**config.mk**
```make
export PLATFORM = sky130hd
export DESIGN_NAME = image_header_size_sniffer
export DESIGN_NICKNAME = d
export VERILOG_FILES = /design/src/design/ihs_pkg.sv /design/src/design/ihs_parser.sv /design/src/design/image_header_size_sniffer.sv
export SDC_FILE = /design/constraint.sdc
export NUM_CORES = 1
export LEC_CHECK = 0
export BUFFER_PORTS_ARGS = -buffer_cell sky130_fd_sc_hd__buf_2
export CAP_MARGIN = 10
export CELL_PAD_IN_SITES_DETAIL_PLACEMENT = 2
export CELL_PAD_IN_SITES_GLOBAL_PLACEMENT = 2
export CORE_MARGIN = 2
export CORE_UTILIZATION = 40
export CTS_CLUSTER_SIZE = 10
export DETAILED_ROUTE_END_ITERATION = 16
export PLACE_DENSITY_LB_ADDON = 0.1
export SLEW_MARGIN = 20
export SYNTH_ARGS = -nofsm -noshare
export SYNTH_HDL_FRONTEND = slang
export SYNTH_SLANG_ARGS = --single-unit
```
**constraint.sdc**
```tcl
create_clock -name clk -period 8.3 [get_ports clk]
set_input_delay 2.49 -clock clk [delete_from_list [all_inputs] [get_ports clk]]
set_output_delay 2.49 -clock clk [all_outputs]
set_load 0.02 [all_outputs]
```
**src/design/ihs_pkg.sv**
```systemverilog
// ----------------------------------------------------------------------------
// ihs_pkg
// Shared types and constants for the image header size sniffer.
// ----------------------------------------------------------------------------
`timescale 1ns / 1ps

package ihs_pkg;

  localparam logic [1:0] FMT_JPEG = 2'd0;
  localparam logic [1:0] FMT_PCX  = 2'd1;
  localparam logic [1:0] FMT_GIF  = 2'd2;
  localparam logic [1:0] FMT_PNG  = 2'd3;

  localparam logic [7:0]  JPEG_MARK     = 8'hFF;
  localparam logic [7:0]  JPEG_SOF0     = 8'hC0;
  localparam logic [7:0]  JPEG_SOF2     = 8'hC2;
  localparam logic [31:0] PNG_IHDR      = 32'h49484452;
  localparam logic [3:0]  PCX_BASE      = 4'd8;
  localparam logic [3:0]  GIF_BASE      = 4'd6;
  localparam logic [3:0]  POS_MAX       = 4'd15;
  localparam logic [2:0]  JPEG_SKIP_END = 3'd2;
  localparam logic [2:0]  JPEG_CAP_END  = 3'd3;
  localparam logic [2:0]  PNG_CAP_END   = 3'd7;

  typedef enum logic [4:0] {
    PH_IDLE    = 5'b00001,
    PH_SAW_FF  = 5'b00010,
    PH_SKIP    = 5'b00100,
    PH_CAPTURE = 5'b01000,
    PH_DONE    = 5'b10000
  } phase_t;

  typedef struct packed {
    logic [31:0] width;
    logic [31:0] height;
    logic        found;
  } ihs_result_t;

endpackage

```
**src/design/ihs_parser.sv**
```systemverilog
// ----------------------------------------------------------------------------
// ihs_parser
// Per-file scan state; updates once for every accepted byte beat and forms
// the size result for the final byte of a file.
// ----------------------------------------------------------------------------
`timescale 1ns / 1ps

module ihs_parser (
  input  logic                 clk,
  input  logic                 rst,
  input  logic                 cfg_wr_en,
  input  logic [1:0]           cfg_wr_data,
  input  logic                 step,
  input  logic [7:0]           data_byte,
  input  logic                 last_byte,
  output ihs_pkg::ihs_result_t result
);

  logic [1:0]       format_mode;
  logic [3:0]       byte_position;
  ihs_pkg::phase_t  scan_phase;
  logic [2:0]       field_byte_count;
  logic [23:0]      recent_bytes;
  logic [63:0]      capture_shift;
  logic [31:0]      held_width;
  logic [31:0]      held_height;
  logic             have_size;

  logic [3:0]       pos_upd;
  ihs_pkg::phase_t  phase_upd;
  logic [2:0]       count_upd;
  logic [23:0]      recent_upd;
  logic [63:0]      shift_upd;
  logic [31:0]      width_upd;
  logic [31:0]      height_upd;
  logic             have_upd;
  logic [31:0]      window;
  logic [3:0]       base;
  logic             truncated;

  always_comb begin
    pos_upd    = (byte_position == ihs_pkg::POS_MAX) ? byte_position : byte_position + 4'd1;
    phase_upd  = scan_phase;
    count_upd  = field_byte_count;
    recent_upd = recent_bytes;
    shift_upd  = capture_shift;
    width_upd  = held_width;
    height_upd = held_height;
    have_upd   = have_size;
    window     = {recent_bytes, data_byte};
    base       = (format_mode == ihs_pkg::FMT_PCX) ? ihs_pkg::PCX_BASE : ihs_pkg::GIF_BASE;
    case (format_mode)
      ihs_pkg::FMT_JPEG: begin
        case (scan_phase)
          ihs_pkg::PH_IDLE: begin
            if (data_byte == ihs_pkg::JPEG_MARK) begin
              phase_upd = ihs_pkg::PH_SAW_FF;
            end
          end
          ihs_pkg::PH_SAW_FF: begin
            if (data_byte == ihs_pkg::JPEG_SOF0 || data_byte == ihs_pkg::JPEG_SOF2) begin
              phase_upd = ihs_pkg::PH_SKIP;
              count_upd = 3'd0;
            end else if (data_byte != ihs_pkg::JPEG_MARK) begin
              phase_upd = ihs_pkg::PH_IDLE;
            end
          end
          ihs_pkg::PH_SKIP: begin
            if (field_byte_count >= ihs_pkg::JPEG_SKIP_END) begin
              phase_upd = ihs_pkg::PH_CAPTURE;
              count_upd = 3'd0;
              shift_upd = 64'd0;
            end else begin
              count_upd = field_byte_count + 3'd1;
            end
          end
          ihs_pkg::PH_CAPTURE: begin
            shift_upd = {32'd0, capture_shift[23:0], data_byte};
            if (field_byte_count >= ihs_pkg::JPEG_CAP_END) begin
              height_upd = {16'd0, shift_upd[31:16]};
              width_upd  = {16'd0, shift_upd[15:0]};
              have_upd   = 1'b1;
              phase_upd  = ihs_pkg::PH_IDLE;
              count_upd  = 3'd0;
            end else begin
              count_upd = field_byte_count + 3'd1;
            end
          end
          default: begin
            phase_upd = ihs_pkg::PH_IDLE;
          end
        endcase
      end
      ihs_pkg::FMT_PCX, ihs_pkg::FMT_GIF: begin
        if (byte_position == base) begin
          width_upd = {24'd0, data_byte};
        end else if (byte_position == base + 4'd1) begin
          width_upd = held_width | {16'd0, data_byte, 8'd0};
        end else if (byte_position == base + 4'd2) begin
          height_upd = {24'd0, data_byte};
        end else if (byte_position == base + 4'd3) begin
          height_upd = held_height | {16'd0, data_byte, 8'd0};
          have_upd   = 1'b1;
        end
      end
      default: begin
        if (scan_phase == ihs_pkg::PH_IDLE) begin
          if (window == ihs_pkg::PNG_IHDR) begin
            phase_upd = ihs_pkg::PH_CAPTURE;
            count_upd = 3'd0;
            shift_upd = 64'd0;
          end
        end else if (scan_phase == ihs_pkg::PH_CAPTURE) begin
          shift_upd = {capture_shift[55:0], data_byte};
          if (field_byte_count >= ihs_pkg::PNG_CAP_END) begin
            width_upd  = shift_upd[63:32];
            height_upd = shift_upd[31:0];
            have_upd   = 1'b1;
            phase_upd  = ihs_pkg::PH_DONE;
            count_upd  = 3'd0;
          end else begin
            count_upd = field_byte_count + 3'd1;
          end
        end
        recent_upd = window[23:0];
      end
    endcase
    truncated = (format_mode == ihs_pkg::FMT_JPEG) &&
                (phase_upd == ihs_pkg::PH_SKIP || phase_upd == ihs_pkg::PH_CAPTURE);
    result.found  = have_upd && !truncated;
    result.width  = result.found ? width_upd : 32'd0;
    result.height = result.found ? height_upd : 32'd0;
  end

  always_ff @(posedge clk) begin
    if (rst) begin
      format_mode <= ihs_pkg::FMT_JPEG;
    end else if (cfg_wr_en) begin
      format_mode <= cfg_wr_data;
    end
  end

  always_ff @(posedge clk) begin
    if (rst || cfg_wr_en || (step && last_byte)) begin
      byte_position    <= 4'd0;
      scan_phase       <= ihs_pkg::PH_IDLE;
      field_byte_count <= 3'd0;
      recent_bytes     <= 24'd0;
      capture_shift    <= 64'd0;
      held_width       <= 32'd0;
      held_height      <= 32'd0;
      have_size        <= 1'b0;
    end else if (step) begin
      byte_position    <= pos_upd;
      scan_phase       <= phase_upd;
      field_byte_count <= count_upd;
      recent_bytes     <= recent_upd;
      capture_shift    <= shift_upd;
      held_width       <= width_upd;
      held_height      <= height_upd;
      have_size        <= have_upd;
    end
  end

endmodule

```
**src/design/image_header_size_sniffer.sv**
```systemverilog
// ----------------------------------------------------------------------------
// image_header_size_sniffer
// Streams the bytes of one image file and reports its width and height on
// the final byte, using the JPEG, PCX, GIF or PNG header rule.
//
//   Channel  Signals                                   Direction
//   input    in_valid, in_ready, data_byte, last_byte   in  (ready out)
//   output   out_valid, out_ready, image_width,         out (ready in)
//            image_height, size_found
//   config   cfg_wr_en, cfg_wr_data (format_mode)       in
//
// One byte beat is taken each cycle unless stalled; results appear the cycle
// after the final byte. The single output register sets the pace: input
// stalls only while a result is held and out_ready is low. Synchronous reset
// clears the scan and selects JPEG; a format write also restarts the scan.
// ----------------------------------------------------------------------------
`timescale 1ns / 1ps

module image_header_size_sniffer (
  input  logic        clk,
  input  logic        rst,
  input  logic        cfg_wr_en,
  input  logic [1:0]  cfg_wr_data,
  input  logic        in_valid,
  output logic        in_ready,
  input  logic [7:0]  data_byte,
  input  logic        last_byte,
  output logic        out_valid,
  input  logic        out_ready,
  output logic [31:0] image_width,
  output logic [31:0] image_height,
  output logic        size_found
);

  ihs_pkg::ihs_result_t result;
  logic                 in_fire;

  assign in_ready = !out_valid || out_ready;
  assign in_fire  = in_valid && in_ready;

  ihs_parser u_parser (
    .clk        (clk),
    .rst        (rst),
    .cfg_wr_en  (cfg_wr_en),
    .cfg_wr_data(cfg_wr_data),
    .step       (in_fire),
    .data_byte  (data_byte),
    .last_byte  (last_byte),
    .result     (result)
  );

  always_ff @(posedge clk) begin
    if (rst) begin
      out_valid <= 1'b0;
    end else if (in_fire && last_byte) begin
      out_valid <= 1'b1;
    end else if (out_ready) begin
      out_valid <= 1'b0;
    end
  end

  always_ff @(posedge clk) begin
    if (in_fire && last_byte) begin
      image_width  <= result.width;
      image_height <= result.height;
      size_found   <= result.found;
    end
  end

endmodule

```
* After elaboration in Yosys (flattened, before gate mapping)
Index checks and enable logic that the tools add are counted.
Storage, ports and cells: bits of input ports 16, register bits 225, logic and storage cells 126
Cells by class: reduce and logical (&&, ||, !) cells 20, equal/unequal tests 23, magnitude comparators 3, bitwise gates (word level) 5, mux-type cells 57, add/sub/neg operators 5
Operators with widths (number):
- $mux W32 | 16
- $mux W56 | 4
- $pmux W56 S2 | 2
- $pmux W32 S2 | 2
- $or A32 B16 Y32 | 2
- $mux W5 | 9
- $eq A32 B31 Y1 const B | 1
- $eq A8 B8 Y1 const B | 3
- $mux W3 | 7
- $pmux W5 S4 | 1
- $eq A4 B4 Y1 | 4
- $reduce_and A6 Y1 | 2
- $mux W1 | 11
- $eq A5 B3 Y1 const B | 2
- $eq A5 B4 Y1 const B | 2
- $pmux W5 S2 | 1
- $ne A3 B2 Y1 const B | 3
- $pmux W3 S3 | 1
- $add A4 B1 Y4 const B | 2
- $add A4 B2 Y4 const B | 2
- $ne A8 B8 Y1 const B | 1
- $ge A3 B2 Y1 const B | 2
- $pmux W3 S2 | 1
- $eq A5 B1 Y1 const B | 1
- other kinds (20) | 31

* Logic depth before layout (Yosys ltp)
word-level depth 10, mapped depth 12, mapped depth without buffers 9

* Cells and area by module
Synthesis repeated with hierarchy kept, for this count alone.
Unflattened totals: cells, all modules 1094, area total of the unflattened synthesis 10032.1 µm²
By module, submodules not included:
- ihs_parser | area each 8012.7 µm², times used 1, seq. area each 3183.1 µm², cells each 1023
- image_header_size_sniffer | area each 2019.4 µm², times used 1, seq. area each 1971.9 µm², cells each 71

* Least setup slack after synthesis
OpenSTA, ideal clock, no wires.
kind in2reg, from in out_ready, to reg u_parser.byte_position[0], setup time 0.128 ns, stages 9, data required time 8.172 ns, data arrival time 5.333 ns, path buffers 3, slack 2.840 ns, cell sequence nand2b_1 and2_1 nand2_1 inv_1 or3_1 clkbuf_1 clkbuf_1 clkbuf_1 nor2_1
On the way: word-level cells in the longest chain between the ends 4
RTL lines:
- start, declared | RTL line image_header_size_sniffer.sv:29 | input logic out_ready,
- $logic_or A1 B1 Y1 * | RTL line image_header_size_sniffer.sv:38 | assign in_ready = !out_valid || out_ready;
- $logic_and A1 B1 Y1 * | RTL line image_header_size_sniffer.sv:39 | assign in_fire = in_valid && in_ready;
- $logic_and A1 B1 Y1 | RTL line ihs_parser.sv:144 | if (rst || cfg_wr_en || (step && last_byte)) begin
- $logic_or A1 B1 Y1 | RTL line ihs_parser.sv:144
- end signal, assigned | RTL line ihs_parser.sv:154 | byte_position <= pos_upd;
- end, declared | RTL line ihs_parser.sv:20 | logic [3:0] byte_position;
Every way passes the cells marked *; elsewhere a longest branch is shown, timed or not. A chain may end at the register's enable or synchronous reset.

* Worst setup path in the final report
from in data_byte[0], to reg image_width[14], data pin
On the way: word-level cells in the longest chain between the ends 10
RTL lines:
- start, declared | RTL line image_header_size_sniffer.sv:26 | input logic [7:0] data_byte,
- $ne A8 B8 Y1 / $eq A8 B8 Y1 (equally long branches) | RTL line ihs_parser.sv:64, ihs_parser.sv:61
- $mux W5 / $logic_or A1 B1 Y1 (equally long branches) | RTL line ihs_parser.sv:64, ihs_parser.sv:61
- $mux W5 | RTL line ihs_parser.sv:61 | if (data_byte == ihs_pkg::JPEG_SOF0 || data_byte == ihs_pkg::JPEG_SOF2) begin
- $pmux W5 S4 | RTL line ihs_parser.sv:54 | case (scan_phase)
- $pmux W5 S2 * | RTL line ihs_parser.sv:52 | case (format_mode)
- $eq A5 B3 Y1 / $eq A5 B4 Y1 (equally long branches) | RTL line ihs_parser.sv:129 | (phase_upd == ihs_pkg::PH_SKIP || phase_upd == ihs_pkg::PH_CAPTURE);
- $logic_or A1 B1 Y1 * | RTL line ihs_parser.sv:129
- $logic_and A1 B1 Y1 * | RTL line ihs_parser.sv:128 | truncated = (format_mode == ihs_pkg::FMT_JPEG) &&
- $logic_not A1 Y1 * | RTL line ihs_parser.sv:130 | result.found = have_upd && !truncated;
- $logic_and A1 B1 Y1 * | RTL line ihs_parser.sv:130
- end signal, assigned | RTL line image_header_size_sniffer.sv:64 | image_width <= result.width;
- end, declared | RTL line image_header_size_sniffer.sv:30 | output logic [31:0] image_width,
Marks and branches as above.

==> flow_metrics.env <==
export IMPL_fin_cells=1431
export IMPL_place_gp_congestion=0.8297
export IMPL_cts_resized=0
export IMPL_portBuffers=82
export IMPL_syn_nets=1081
export IMPL_n_antenna_cell=0
export IMPL_rows=56
export IMPL_post_cts_buffers=0
export IMPL_hold_start="u_parser.recent_bytes[16]"
export IMPL_start_util=0.4076
export IMPL_drive_above_1_share=0.1322
export IMPL_grt_start_max_net_pins=68
export IMPL_multi_input_area_um2=4039
export IMPL_cts_hold_buf=0
export IMPL_max_slew_margin=0.2600
export IMPL_dr_pass1_iters=5
export IMPL_grt_pass1_vias=9102
export IMPL_finalCritPeriodShare=0.7153
export IMPL_ff2ff_setup_slack_ns=3.84
export IMPL_synth_seq_cells=225
export IMPL_min_to="u_parser.recent_bytes[16]"
export IMPL_async_flop_share=0
export IMPL_tns_ns=0
export IMPL_whs_path_depth=2
export IMPL_leakagePower_nw=3.468
export IMPL_drv_slew=0
export IMPL_yosys_warnings=0
export IMPL_crit_fanout=36
export IMPL_clk_insertion_delay_late_ns=0.55
export IMPL_fillers=2534
export IMPL_drt_initial_drc_count=617
export IMPL_synth_top_family_by_area="compound AO/OA/AOI/OAI gates"
export IMPL_reg2reg_to="image_width[14]"
export IMPL_dp_cells=1383
export IMPL_ys_seq_area_frac=0.5388
export IMPL_cts_root_buffer="clkbuf_16"
export IMPL_final_util=0.4682
export IMPL_core_um2=23470
export IMPL_worstReg2RegStart="u_parser.scan_phase[2]"
export IMPL_start_kind="input port"
export IMPL_htree_levels=1
export IMPL_status="complete, no violations"
export IMPL_drcViolationCount=0
export IMPL_synth_adder_area_share=0.01177
export IMPL_cp_arrival_ns=6.21
export IMPL_cts_tree="built"
export IMPL_crit_type="input port to register"
export IMPL_muxShareOfSynthArea=0.006277
export IMPL_clk_path_buf_depth=3
export IMPL_final_nets=1118
export IMPL_clock_skew_ns=0.01140
export IMPL_ios=83
export IMPL_final_area_um2=10990
export IMPL_grt_usage=0.2738
export IMPL_grt_first_pass_wirelength_um=53140
export IMPL_synth_main_ff_cell="dfxtp_1"
export IMPL_syn_area_um2=9568
export IMPL_max_freq_mhz=168.4
export IMPL_die_w_um=158.7
export IMPL_wl_per_cell_um=23.69
export IMPL_syn_inst=1056
export IMPL_fin_crit_ns=5.937
export IMPL_yosysUniqueCellTypes=59
export IMPL_die_h_um=158.7
export IMPL_synth_edf_count=65
export IMPL_finalSetupViolations=0
export IMPL_ir_worst_vdd_v=0.0001281
export IMPL_cp_end_kind="register"
export IMPL_fp_dieArea_um2=25170
export IMPL_tightest_slew_ns=1.096
export IMPL_r2r_cells=8
export IMPL_synthSimpleGateAreaFrac=0.1914
export IMPL_worstHoldPathType="register to register"
export IMPL_rsz0062_at_grt="no"
export IMPL_dp_final_hpwl_um=21540
export IMPL_hold_viol=0
export IMPL_clk_pin_slew_worst_paths_ns=0.06
export IMPL_drv_cap=0
export IMPL_wirelength_um=33900
export IMPL_cts_made_buffers=27
export IMPL_p_per_area_nw_per_um2=221.8
export IMPL_synth_xor_xnor_area_share=0.003662
export IMPL_synth_compound_area_share=0.2024
export IMPL_vias=8573
export IMPL_drtAntennaViolNets=0
export IMPL_post_synth_cell_area_avg_um2=9.061
export IMPL_gr_total_overflow=0
export IMPL_place_area_um2=10180
export IMPL_routed_via_density=5.991
export IMPL_syn2layout_area_growth_pct=14.87
export IMPL_crit_required_ns=8.57
export IMPL_grt_antenna_before_repair=0
export IMPL_clock_sinks=225
export IMPL_final_cell_mix="dfxtp_1 (160), nor2_1 (140), nand2_1 (137)"
export IMPL_regArea_um2=5155
export IMPL_layout_commonest_cell="dfxtp_1"
## worst max-delay path by stage
stage | depth (start not counted) | to | slack [ns] | startpoint
3_5_place_dp | 9 | image_width[14] | 1.79 | data_byte[0]
4_1_cts | 9 | image_width[14] | 2.32 | data_byte[0]
3_3_place_gp | 9 | image_height[0] | 2.00 | data_byte[0]
5_1_grt | 9 | image_width[14] | 2.15 | data_byte[0]
2_1_floorplan | 9 | u_parser.byte_position[0] | 2.84 | out_ready
6_report | 9 | image_width[14] | 2.36 | data_byte[0]
## area by class of cell
class	instances	share of cell area
Inverter	11	0.003757
Clock inverter	3	0.005237
Tap cell	319	0.03632
Multi-Input combinational cell	728	0.3675
Timing Repair Buffer	100	0.04964
Clock buffer	45	0.06853
Sequential cell	225	0.4690
## critical path, stage by stage
cell,delay [ns]
buf_2,0.16
or4_1,0.55
o311ai_2,0.35
a21boi_1,0.13
or4b_1,0.53
a2111o_1,0.47
o21ai_4,0.82
buf_4,0.51
nor2_1,0.16
## synthesized netlist by cell type (3+ instances only)
master / number / area (µm²)
buf_1: 7 / 26.28
inv_1: 9 / 33.78
and2_1: 3 / 18.77
nor3_1: 11 / 55.05
a31oi_1: 5 / 31.28
clkbuf_1: 74 / 277.8
mux2i_1: 6 / 60.06
buf_2: 4 / 20.02
nand3_1: 78 / 390.4
a222oi_1: 16 / 160.2
o21ai_0: 38 / 190.2
nand2b_1: 5 / 31.28
and3_1: 4 / 25.02
a22oi_1: 66 / 495.5
nor4bb_1: 3 / 30.03
a221oi_1: 16 / 140.1
a211oi_1: 4 / 30.03
dfxtp_1: 160 / 3203
nor4b_1: 5 / 43.79
o221ai_1: 16 / 140.1
a21oi_1: 110 / 550.5
and3b_1: 3 / 26.28
nand2_1: 137 / 514.2
edfxtp_1: 65 / 1952
nor4_1: 5 / 31.28
nand4_1: 5 / 31.28
ha_1: 9 / 112.6
buf_6: 5 / 56.30
nor2b_1: 6 / 37.54
nor2_1: 141 / 529.3
## sequential cells by signal (all words and copies together) (netlist names)
name	count
u_parser.format_mode	2
u_parser.held_width	32
u_parser.held_height	32
u_parser.have_size	1
u_parser.scan_phase	5
out_valid	1
image_width	32
image_height	32
u_parser.byte_position	4
size_found	1
u_parser.recent_bytes	24
u_parser.field_byte_count	3
u_parser.capture_shift	56
## kinds of logic (layout without fill, tap and decap cells)
family	count (synthesis)	in the layout
AND/OR/NAND/NOR	415	415
buffers and inverters	103	159
AO/OA/AOI/OAI	294	294
multiplexers	6	6
flip-flops	225	225
adder cells (fa/ha/maj)	9	9
XOR/XNOR	4	4
## power breakdown
part           leakage [nW]  switching (mW)  internal, mW
logic                  1.21           0.134        0.0387
clock network         0.384           0.461         0.647
registers              1.87         0.00948          1.15
total                  3.47           0.604          1.83
## metal layers
metal,wire length [µm],track usage,share of wire,vias to the layer above
li1,-,-,-,3926
met1,15140,0.3750,0.45,4359
met2,16180,0.4498,0.48,238
met3,1751,0.04164,0.052,50
met4,825,0.07851,0.024,0
met5,0,0,0,-
## stage by stage
stage / hold WS, ns / setup WS, ns / power (mW)
2_1_floorplan: 0.4312 / 2.840 / 1.285
3_3_place_gp: 0.4385 / 2.002 / 1.346
3_5_place_dp: 0.4498 / 1.785 / 1.352
4_1_cts: 0.4632 / 2.317 / 2.460
5_1_grt: 0.4840 / 2.151 / 2.520
6_report: 0.4615 / 2.363 / 2.438
Power figures use the tool's default switching activity.
